==> config.mk <==
export PLATFORM = sky130hd
export DESIGN_NAME = multilevel_feedback_scheduler_flat
export DESIGN_NICKNAME = d
export VERILOG_FILES = /design/src/mlfq_pkg.sv /design/src/mlfq_if.sv /design/src/multilevel_feedback_scheduler.sv /design/src/flat_wrapper.sv
export SDC_FILE = /design/constraint.sdc
export NUM_CORES = 2
export LEC_CHECK = 0
export BUFFER_PORTS_ARGS = -buffer_cell sky130_fd_sc_hd__buf_2
export CELL_PAD_IN_SITES_DETAIL_PLACEMENT = 1
export CELL_PAD_IN_SITES_GLOBAL_PLACEMENT = 2
export CORE_MARGIN = 2
export CORE_UTILIZATION = 48
export DETAILED_ROUTE_END_ITERATION = 10
export GPL_ROUTABILITY_DRIVEN = 0
export HOLD_SLACK_MARGIN = 0.1
export PLACE_DENSITY = 0.94
export SLEW_MARGIN = 20
export SYNTH_ARGS = -nofsm -noshare
export SYNTH_HDL_FRONTEND = slang
export SYNTH_SLANG_ARGS = --single-unit
==> constraint.sdc <==
create_clock -name clk -period 14.21 [get_ports clk]
set_clock_uncertainty 0.1 [all_clocks]
set_input_delay 1.421 -clock clk [delete_from_list [all_inputs] [get_ports clk]]
set_output_delay 1.421 -clock clk [all_outputs]
set_load 0.05 [all_outputs]
==> src/mlfq_pkg.sv <==
// Package: shared types, states and the quantum function of the feedback scheduler.
`timescale 1ns / 1ps
package mlfq_pkg;

    localparam int ActionArrive = 0;
    localparam int ActionTick   = 1;
    localparam int QuantumExpMax = 16;

    typedef enum logic [1:0] {
        ST_IDLE,
        ST_TICK,
        ST_PICK,
        ST_RUN
    } state_t;

    // Fresh quantum: one tick, or two to the power of the level (saturated exponent)
    function automatic logic [16:0] fresh_quantum(input logic mode, input int unsigned lvl);
        int unsigned e;
        begin
            e = (lvl > QuantumExpMax) ? QuantumExpMax : lvl;
            if (!mode)
            begin
                fresh_quantum = 17'd1;
            end
            else
            begin
                fresh_quantum = 17'd1 << e;
            end
        end
    endfunction

endpackage

==> src/mlfq_if.sv <==
// Interfaces: request, result and configuration channels of the feedback scheduler.
`timescale 1ns / 1ps
interface mlfq_req_if;
    logic       valid;
    logic       ready;
    logic       action;
    logic [3:0] proc_id;
    logic [7:0] service_len;
    modport source (output valid, action, proc_id, service_len, input ready);
    modport sink (input valid, action, proc_id, service_len, output ready);
endinterface

interface mlfq_res_if;
    logic        valid;
    logic        ready;
    logic        busy_res;
    logic [3:0]  running_proc;
    logic [4:0]  run_level;
    logic        finished;
    logic        preempted;
    logic [15:0] tick_number;
    modport source (output valid, busy_res, running_proc, run_level, finished, preempted,
                    tick_number, input ready);
    modport sink (input valid, busy_res, running_proc, run_level, finished, preempted,
                  tick_number, output ready);
endinterface

interface mlfq_cfg_if;
    logic valid;
    logic ready;
    logic data;
    modport source (output valid, data, input ready);
    modport sink (input valid, data, output ready);
endinterface

==> src/multilevel_feedback_scheduler.sv <==
// Top level: multilevel feedback queue scheduler with its queue memory.
`timescale 1ns / 1ps
// Multilevel feedback queue scheduler. An arrive transaction (action 0) places a
// process at the tail of level 0 unless that level is full, producing no result. A
// tick transaction (action 1) passes through acceptance, preemption handling (demote
// and push, or renew the quantum), dispatch from the lowest non-empty level with a
// read of the queue memory, and the run step that registers the result. The queue
// slot memory is read through a register. The result register parts the two sides:
// a new transaction is accepted while a result waits; the run step holds only when
// the previous result has not been taken. The queue slot memory needs no clearing
// pass: an entry is read only after it was pushed. The quantum mode register may be
// written at any time the block is idle.
module multilevel_feedback_scheduler
    import mlfq_pkg::*;
#(
    parameter int NUM_PROCS  = 16,
    parameter int NUM_LEVELS = 17
)
(
    input  logic        clk,
    input  logic        rst_n,
    mlfq_req_if.sink    req,
    mlfq_res_if.source  res,
    mlfq_cfg_if.sink    cfg
);
    localparam int PW    = (NUM_PROCS > 1) ? $clog2(NUM_PROCS) : 1;
    localparam int CW    = $clog2(NUM_PROCS + 1);
    localparam int LVW   = (NUM_LEVELS > 1) ? $clog2(NUM_LEVELS) : 1;
    localparam int DEPTH = NUM_LEVELS * NUM_PROCS;
    localparam int AW    = $clog2(DEPTH);
    localparam int WW    = $clog2(DEPTH + 1);

    // Queue slot memory, one row of NUM_PROCS slots per level
    logic [PW-1:0] slot_mem [DEPTH];
    logic [PW-1:0] rdata_reg;

    // Per-process state, read only at the running process
    logic [7:0]     rem_mem [NUM_PROCS];
    logic [LVW-1:0] lvl_mem [NUM_PROCS];

    state_t         state_reg, state_next;
    logic [PW-1:0]  head_reg  [NUM_LEVELS];
    logic [CW-1:0]  count_reg [NUM_LEVELS];
    logic [WW-1:0]  waiting_reg;
    logic [PW-1:0]  cur_reg;
    logic           idle_reg;
    logic           pending_reg;
    logic [16:0]    quantum_reg;
    logic [15:0]    tick_reg;
    logic           mode_reg;
    logic           disp_reg;
    logic           out_valid_reg;
    logic           busy_reg, fin_reg, pre_reg;
    logic [3:0]     proc_out_reg;
    logic [4:0]     lvl_out_reg;
    logic [15:0]    tick_out_reg;

    logic           req_fire, arrive_ok, run_done;
    logic [PW-1:0]  arr_pid;
    logic           push_en;
    logic [LVW-1:0] push_lvl;
    logic [PW-1:0]  push_pid;
    logic [CW:0]    push_sum;
    logic [PW-1:0]  push_pos;
    logic [LVW-1:0] demote_lvl;
    logic           found;
    logic [LVW-1:0] found_lvl;
    logic [PW-1:0]  run_pid;
    logic [16:0]    run_q;
    logic [7:0]     run_rem;
    logic [16:0]    q_dec;
    logic [PW:0]    head_inc;

    assign req.ready = (state_reg == ST_IDLE);
    assign cfg.ready = 1'b1;
    assign req_fire  = req.valid && req.ready;
    assign arr_pid   = PW'(req.proc_id);
    assign arrive_ok = req_fire && (req.action == 1'(ActionArrive))
                       && (32'(req.proc_id) < NUM_PROCS);
    assign run_done  = (state_reg == ST_RUN) && (!out_valid_reg || res.ready);

    assign res.valid        = out_valid_reg;
    assign res.busy_res     = busy_reg;
    assign res.running_proc = proc_out_reg;
    assign res.run_level    = lvl_out_reg;
    assign res.finished     = fin_reg;
    assign res.preempted    = pre_reg;
    assign res.tick_number  = tick_out_reg;

    // Demoted level saturates at the last queue
    always_comb
    begin
        if (32'(lvl_mem[cur_reg]) + 1 < NUM_LEVELS)
        begin
            demote_lvl = lvl_mem[cur_reg] + LVW'(1);
        end
        else
        begin
            demote_lvl = lvl_mem[cur_reg];
        end
    end

    // Push: an arrival into level 0, or a demotion during preemption handling
    always_comb
    begin
        push_en  = 1'b0;
        push_lvl = '0;
        push_pid = arr_pid;
        if (arrive_ok)
        begin
            push_en = 1'b1;
        end
        else if (state_reg == ST_TICK && pending_reg && waiting_reg != '0)
        begin
            push_en  = 1'b1;
            push_lvl = demote_lvl;
            push_pid = cur_reg;
        end
        push_sum = (CW+1)'(head_reg[push_lvl]) + (CW+1)'(count_reg[push_lvl]);
        if (32'(push_sum) >= NUM_PROCS)
        begin
            push_sum = push_sum - (CW+1)'(NUM_PROCS);
        end
        push_pos = PW'(push_sum);
        if (32'(count_reg[push_lvl]) >= NUM_PROCS)
        begin
            push_en = 1'b0;
        end
    end

    // Lowest non-empty level
    always_comb
    begin
        found     = 1'b0;
        found_lvl = '0;
        for (int l = NUM_LEVELS - 1; l >= 0; l--)
        begin
            if (count_reg[l] != '0)
            begin
                found     = 1'b1;
                found_lvl = LVW'(l);
            end
        end
        head_inc = (PW+1)'(head_reg[found_lvl]) + (PW+1)'(1);
        if (32'(head_inc) >= NUM_PROCS)
        begin
            head_inc = '0;
        end
    end

    // Run step operands: a fresh dispatch takes the memory data and a new quantum
    always_comb
    begin
        run_pid = disp_reg ? rdata_reg : cur_reg;
        run_q   = disp_reg ? fresh_quantum(mode_reg, 32'(lvl_mem[run_pid])) : quantum_reg;
        run_rem = rem_mem[run_pid];
        if (run_rem != 8'd0)
        begin
            run_rem = run_rem - 8'd1;
        end
        q_dec = run_q;
        if (q_dec != 17'd0)
        begin
            q_dec = q_dec - 17'd1;
        end
    end

    always_comb
    begin
        state_next = state_reg;
        case (state_reg)
            ST_IDLE:
            begin
                if (req_fire && req.action == 1'(ActionTick))
                begin
                    state_next = ST_TICK;
                end
            end
            ST_TICK: state_next = ST_PICK;
            ST_PICK: state_next = ST_RUN;
            ST_RUN:
            begin
                if (run_done)
                begin
                    state_next = ST_IDLE;
                end
            end
            default: state_next = ST_IDLE;
        endcase
    end

    always_ff @(posedge clk or negedge rst_n)
    begin
        if (!rst_n)
        begin
            state_reg <= ST_IDLE;
        end
        else
        begin
            state_reg <= state_next;
        end
    end

    // Queue memory: write on push, read the head of the dispatched level
    always_ff @(posedge clk)
    begin
        if (push_en)
        begin
            slot_mem[AW'(32'(push_lvl) * NUM_PROCS + 32'(push_pos))] <= push_pid;
        end
        if (state_reg == ST_PICK)
        begin
            rdata_reg <= slot_mem[AW'(32'(found_lvl) * NUM_PROCS + 32'(head_reg[found_lvl]))];
        end
    end

    // Per-process state
    always_ff @(posedge clk)
    begin
        if (arrive_ok)
        begin
            rem_mem[arr_pid] <= (req.service_len == 8'd0) ? 8'd1 : req.service_len;
            lvl_mem[arr_pid] <= '0;
        end
        else if (state_reg == ST_TICK && pending_reg && waiting_reg != '0)
        begin
            lvl_mem[cur_reg] <= demote_lvl;
        end
        else if (run_done && !idle_reg)
        begin
            rem_mem[run_pid] <= run_rem;
        end
    end

    always_ff @(posedge clk or negedge rst_n)
    begin
        if (!rst_n)
        begin
            for (int l = 0; l < NUM_LEVELS; l++)
            begin
                head_reg[l]  <= '0;
                count_reg[l] <= '0;
            end
            waiting_reg   <= '0;
            cur_reg       <= '0;
            idle_reg      <= 1'b1;
            pending_reg   <= 1'b0;
            quantum_reg   <= '0;
            tick_reg      <= '0;
            mode_reg      <= 1'b0;
            disp_reg      <= 1'b0;
            out_valid_reg <= 1'b0;
            busy_reg      <= 1'b0;
            fin_reg       <= 1'b0;
            pre_reg       <= 1'b0;
            proc_out_reg  <= '0;
            lvl_out_reg   <= '0;
            tick_out_reg  <= '0;
        end
        else
        begin
            if (cfg.valid && cfg.ready)
            begin
                mode_reg <= cfg.data;
            end
            // Load a new result, or drop the taken one
            if (run_done)
            begin
                out_valid_reg <= 1'b1;
            end
            else if (res.valid && res.ready)
            begin
                out_valid_reg <= 1'b0;
            end
            if (push_en)
            begin
                count_reg[push_lvl] <= count_reg[push_lvl] + CW'(1);
                waiting_reg         <= waiting_reg + WW'(1);
            end
            case (state_reg)
                ST_TICK:
                begin
                    // Renew the quantum when nobody else waits
                    if (pending_reg && waiting_reg == '0)
                    begin
                        idle_reg    <= 1'b0;
                        quantum_reg <= fresh_quantum(mode_reg, 32'(lvl_mem[cur_reg]));
                    end
                    pending_reg <= 1'b0;
                end
                ST_PICK:
                begin
                    disp_reg <= idle_reg && found;
                    if (idle_reg && found)
                    begin
                        head_reg[found_lvl]  <= PW'(head_inc);
                        count_reg[found_lvl] <= count_reg[found_lvl] - CW'(1);
                        waiting_reg          <= waiting_reg - WW'(1);
                        idle_reg             <= 1'b0;
                    end
                end
                ST_RUN:
                begin
                    if (run_done)
                    begin
                        tick_out_reg <= tick_reg;
                        tick_reg     <= tick_reg + 16'd1;
                        disp_reg     <= 1'b0;
                        busy_reg     <= !idle_reg;
                        fin_reg      <= !idle_reg && (run_rem == 8'd0);
                        pre_reg      <= !idle_reg && (run_rem != 8'd0) && (q_dec == 17'd0);
                        proc_out_reg <= idle_reg ? 4'd0 : 4'(run_pid);
                        lvl_out_reg  <= idle_reg ? 5'd0 : 5'(lvl_mem[run_pid]);
                        if (!idle_reg)
                        begin
                            cur_reg     <= run_pid;
                            quantum_reg <= q_dec;
                            if (run_rem == 8'd0)
                            begin
                                idle_reg <= 1'b1;
                            end
                            else if (q_dec == 17'd0)
                            begin
                                pending_reg <= 1'b1;
                                idle_reg    <= 1'b1;
                            end
                        end
                    end
                end
                default:
                begin
                end
            endcase
        end
    end

endmodule

==> src/flat_wrapper.sv <==
// flat-port wrapper written by rule: the top's interface ports become plain ports
module multilevel_feedback_scheduler_flat import mlfq_pkg::*;
#(
    parameter int NUM_PROCS  = 16,
    parameter int NUM_LEVELS = 17
)
  (clk, rst_n, req_valid, req_action, req_proc_id, req_service_len, req_ready, res_valid, res_busy_res, res_running_proc, res_run_level, res_finished, res_preempted, res_tick_number, res_ready, cfg_valid, cfg_data, cfg_ready);
  mlfq_req_if req_i ();
  mlfq_res_if res_i ();
  mlfq_cfg_if cfg_i ();
  input  logic clk;
  input  logic rst_n;
  input wire logic [$bits(req_i.valid)-1:0] req_valid;
  input wire logic [$bits(req_i.action)-1:0] req_action;
  input wire logic [$bits(req_i.proc_id)-1:0] req_proc_id;
  input wire logic [$bits(req_i.service_len)-1:0] req_service_len;
  output wire logic [$bits(req_i.ready)-1:0] req_ready;
  output wire logic [$bits(res_i.valid)-1:0] res_valid;
  output wire logic [$bits(res_i.busy_res)-1:0] res_busy_res;
  output wire logic [$bits(res_i.running_proc)-1:0] res_running_proc;
  output wire logic [$bits(res_i.run_level)-1:0] res_run_level;
  output wire logic [$bits(res_i.finished)-1:0] res_finished;
  output wire logic [$bits(res_i.preempted)-1:0] res_preempted;
  output wire logic [$bits(res_i.tick_number)-1:0] res_tick_number;
  input wire logic [$bits(res_i.ready)-1:0] res_ready;
  input wire logic [$bits(cfg_i.valid)-1:0] cfg_valid;
  input wire logic [$bits(cfg_i.data)-1:0] cfg_data;
  output wire logic [$bits(cfg_i.ready)-1:0] cfg_ready;
  assign req_i.valid = req_valid;
  assign req_i.action = req_action;
  assign req_i.proc_id = req_proc_id;
  assign req_i.service_len = req_service_len;
  assign req_ready = req_i.ready;
  assign res_valid = res_i.valid;
  assign res_busy_res = res_i.busy_res;
  assign res_running_proc = res_i.running_proc;
  assign res_run_level = res_i.run_level;
  assign res_finished = res_i.finished;
  assign res_preempted = res_i.preempted;
  assign res_tick_number = res_i.tick_number;
  assign res_i.ready = res_ready;
  assign cfg_i.valid = cfg_valid;
  assign cfg_i.data = cfg_data;
  assign cfg_ready = cfg_i.ready;
  multilevel_feedback_scheduler #(.NUM_PROCS(NUM_PROCS), .NUM_LEVELS(NUM_LEVELS)) u_core (.clk(clk), .rst_n(rst_n), .req(req_i), .res(res_i), .cfg(cfg_i));
endmodule
==> run_results.csv <==
group,metric,value,unit
routing,route.detailed.drc,0,
die,rows,138,
timing,hold_viol_final,0,
clock_tree,cts_buffer_depth,3,
clock_tree,cts-resized-gates,0,
place,hpwlAfterDp,146000,um
global_routing,grt_antenna_before_repair,10,
setup_path,r2r_slack,4190,ps
timing,rsz0062_at_grt,"no",
logic_synthesis,yosysTopAreaCell,"edfxtp_1",
timing,fmax,0.0998,GHz
routing,num_vias,50200,
run_status,status,"completed",
global_routing,grt_use_total,0.320,
timing,finalSetupTns,0,ps
global_routing,grt_pass1_vias,51700,
setup_path,r2r-start,"u_core.cur_reg[0]",
clock_tree,numCtsBuffers,158,
power_and_ir_drop,power_density,189,mW/mm^2
finish,layout-drive-gt1-share,0.106,
logic_synthesis,syn_avg_cell_area,12.1,sq um
finish,fillCellCount,14300,
timing,setup_viol,0,
setup_path,cp_cell_sequence,"buf_4, mux4_2, mux4_2, ha_1, and2_1, a21oi_1, or3_1, buf_4, nand3_1, inv_1, nand2_1, o221ai_1, a21oi_1, nand4b_1, inv_1, ha_1, a21o_1, a21oi_1, xor2_1, xnor2_1, nor2_2, nand3_2, nor2_1",
power_and_ir_drop,ir_drop,0.176,mV
setup_path,crit_buf_inv,4,
logic_synthesis,synth_compound_area_frac,0.0885,
clock_tree,holdBufCountCts,0,
routing,wire_per_inst,31.0,um
setup_path,path_max_fanout,17,
die,num_io_pins,50,
setup_path,critPathLaunchType,"flip-flop",
setup_path,r2r_cells,23,
routing,postRouteAntennaNets,0,
finish,final_nets,5626,
die,die_h,381,um
min_path,hold_end,"u_core.waiting_reg[8]",
logic_synthesis,synth_xor_area_frac,0.00616,
routing,drt-total-wl,236000,um
finish,final_common_cell,"edfxtp_1",
setup_path,worst_setup_path_end_kind,"flip-flop",
logic_synthesis,yosys_register_bits,1534,
timing,fin_crit_sh,0.705,
clock_tree,cts.sinks,1534,
setup_path,r2r-end,"u_core.slot_mem[155][1]",
clock_tree,worstSkewPairLatency,840,ps
power_and_ir_drop,combPwrFrac,0.343,
setup_path,crit_arrival,10350,ps
min_path,hp-class,"flip-flop to flip-flop",
power_and_ir_drop,p_leak,26.9,nW
logic_synthesis,syn_area,0.0683,sq mm
logic_synthesis,yosys.area_share.simple,0.147,
global_routing,grt_pass1_wl,346000,um
routing,drt_iter0_drc,6479,
logic_synthesis,yosys.area.top_type_share,0.572,
clock_tree,htreeDepth,4,
logic_synthesis,synth.distinct_cells,93,
clock_tree,path_clk_slew,60,ps
setup_path,criticalPathCategory,"flip-flop to flip-flop",
timing,tightestPinTransition,1220,ps
die,chipWidth,381,um
die,die-area,0.145,sq mm
logic_synthesis,ys_async_sr_fraction,0.153,
clock_tree,cts_tree,"done",
clock_tree,post-cts-setup-buffer-count,0,
global_routing,grt_max_degree,159,
logic_synthesis,synth_ff_type,"edfxtp_1",
power_and_ir_drop,p_sw_frac,0.386,
timing,slew_violations,0,
finish,layout_common_cells,"edfxtp_1 (1300), nand2_1 (1189), nor2_1 (471)",
die,core-area,0.141,sq mm
logic_synthesis,synthAdderAreaFrac,0.00359,
global_routing,overflow,0,
die,start_util,0.483,
routing,vias_per_cell,6.61,
clock_tree,root_buffer,"clkbuf_16",
setup_path,cp_top_family,"simple AND/OR/NAND/NOR gates",
setup_path,required,14540,ps
logic_synthesis,seq_area_frac_synth,0.658,
setup_path,crit_slowest_cell,"nor2_1",
logic_synthesis,synth_area_leaders,"edfxtp_1 (57%), dfrtp_1 (8.5%), nand2_1 (6.6%)",
timing,holdWs,367,ps
job,maxCapViolations,0,
routing,firstDrtPassIters,7,
setup_path,crit_top_cell,"a21oi_1",
logic_synthesis,synth_cells,5624,
timing,slew_headroom,0.184,
power_and_ir_drop,seq_power_share,0.367,
timing,fin_crit,10020,ps
logic_synthesis,muxShareOfSynthArea,0.0698,
power_and_ir_drop,clockPowerShare,0.290,
logic_synthesis,synth.net_count,5662,
finish,largest_reg_flops,1088,
setup_path,critPathMaxStageDelay,980,ps
min_path,min_path_cells,1,
power_and_ir_drop,p_int,0.00879,W
finish,syn2layout_area_growth,10.7,%
logic_synthesis,synth_top_family_by_area,"simple AND/OR/NAND/NOR gates",
logic_synthesis,ys_warn_count,0,
power_and_ir_drop,switching_power,0.00553,W
logic_synthesis,synth_edf_count,1300,
place,port_buffers,48,
min_path,min_from,"u_core.waiting_reg[8]",
## synth_stat cells (21+ instances only)
cell,count
clkbuf_1,180
a32oi_1,31
dfrtp_1,233
and3_1,93
mux2i_1,242
buf_1,36
nand3_1,310
or4_1,27
nor3_1,49
a311oi_1,31
a22oi_1,21
nor2_1,475
o211ai_1,36
o22ai_1,67
o21ai_0,228
mux4_2,69
nor4_1,23
a31oi_1,115
a211oi_1,33
a2111oi_0,21
nand2_1,1192
nand4_1,33
mux2_2,70
buf_2,141
a21oi_1,120
a221oi_1,28
xnor2_1,38
inv_1,49
nor2b_1,25
edfxtp_1,1300
## power groups by stage
stage	Sequential, W	Clock, W	Combinational [W]
2_1_floorplan	0.00537	0	0.00296
3_3_place_gp	0.00533	0	0.00459
3_5_place_dp	0.00534	0	0.00473
4_1_cts	0.00525	0.00418	0.00479
5_1_grt	0.00526	0.00433	0.00513
6_report	0.00525	0.00416	0.00491
## kinds of logic (layout without fill, tap and decap cells)
family	count (synthesis)	after routing
adder cells (fa/ha/maj)	19	19
other	1	5
XOR/XNOR	48	48
multiplexers	381	381
AND/OR/NAND/NOR	2318	2318
flip-flops	1534	1534
buffers and inverters	425	512
AO/OA/AOI/OAI	898	898
## routing by layer
layer | vias to the layer above | wire length [um] | track usage
li1 | 20800 | - | -
met1 | 25400 | 87300 | 0.404
met2 | 3165 | 109000 | 0.507
met3 | 836 | 25200 | 0.0807
met4 | 8 | 14300 | 0.172
met5 | - | 47 | 0
## worst reg2reg max path, stage by stage, from the launching register on
cell and delay, ps:
dfrtp_1 700, buf_4 420, mux4_2 570, mux4_2 580, ha_1 300, and2_1 200
a21oi_1 390, or3_1 170, buf_4 260, nand3_1 450, inv_1 590, nand2_1 210
o221ai_1 290, a21oi_1 120, nand4b_1 420, inv_1 490, ha_1 380, a21o_1 190
a21oi_1 170, xor2_1 270, xnor2_1 160, nor2_2 270, nand3_2 960, nor2_1 990
## area by class of cell
type / instances / area (sq um) / share of cell area
antenna: 4 / 10.0 / 0.000132
clock buffer: 200 / 4210 / 0.0557
clock inverter: 83 / 881 / 0.0117
inverter: 52 / 238 / 0.00315
multi-input combinational: 3665 / 21700 / 0.287
sequential: 1534 / 44900 / 0.594
tap: 1890 / 2360 / 0.0313
timing repair buffer: 177 / 1260 / 0.0166
## how the worst max path moves through the flow
stage / start / end / cells past startpoint
2_1_floorplan: u_core.waiting_reg[2] / u_core.lvl_mem[15][0] / 13
3_3_place_gp: u_core.cur_reg[0] / u_core.slot_mem[91][0] / 23
3_5_place_dp: u_core.cur_reg[0] / u_core.slot_mem[155][3] / 23
4_1_cts: u_core.cur_reg[0] / u_core.slot_mem[155][3] / 23
5_1_grt: u_core.cur_reg[0] / u_core.slot_mem[155][3] / 23
6_report: u_core.cur_reg[0] / u_core.slot_mem[155][1] / 23
## stage by stage
stage	setup WS, ps	cells	instance area [sq um]	utilization	power [W]
after global placement	5260	7318	70400	0.498	0.00992
after CTS	4490	7601	75500	0.534	0.0142
final	4190	7605	75600	0.534	0.0143
after global routing	3950	7601	75600	0.534	0.0147
after detailed placement	4760	7318	70400	0.498	0.0101
after floorplan	6890	5624	68300	-	0.00833
No activity file was read; power rests on OpenSTA's default activity.
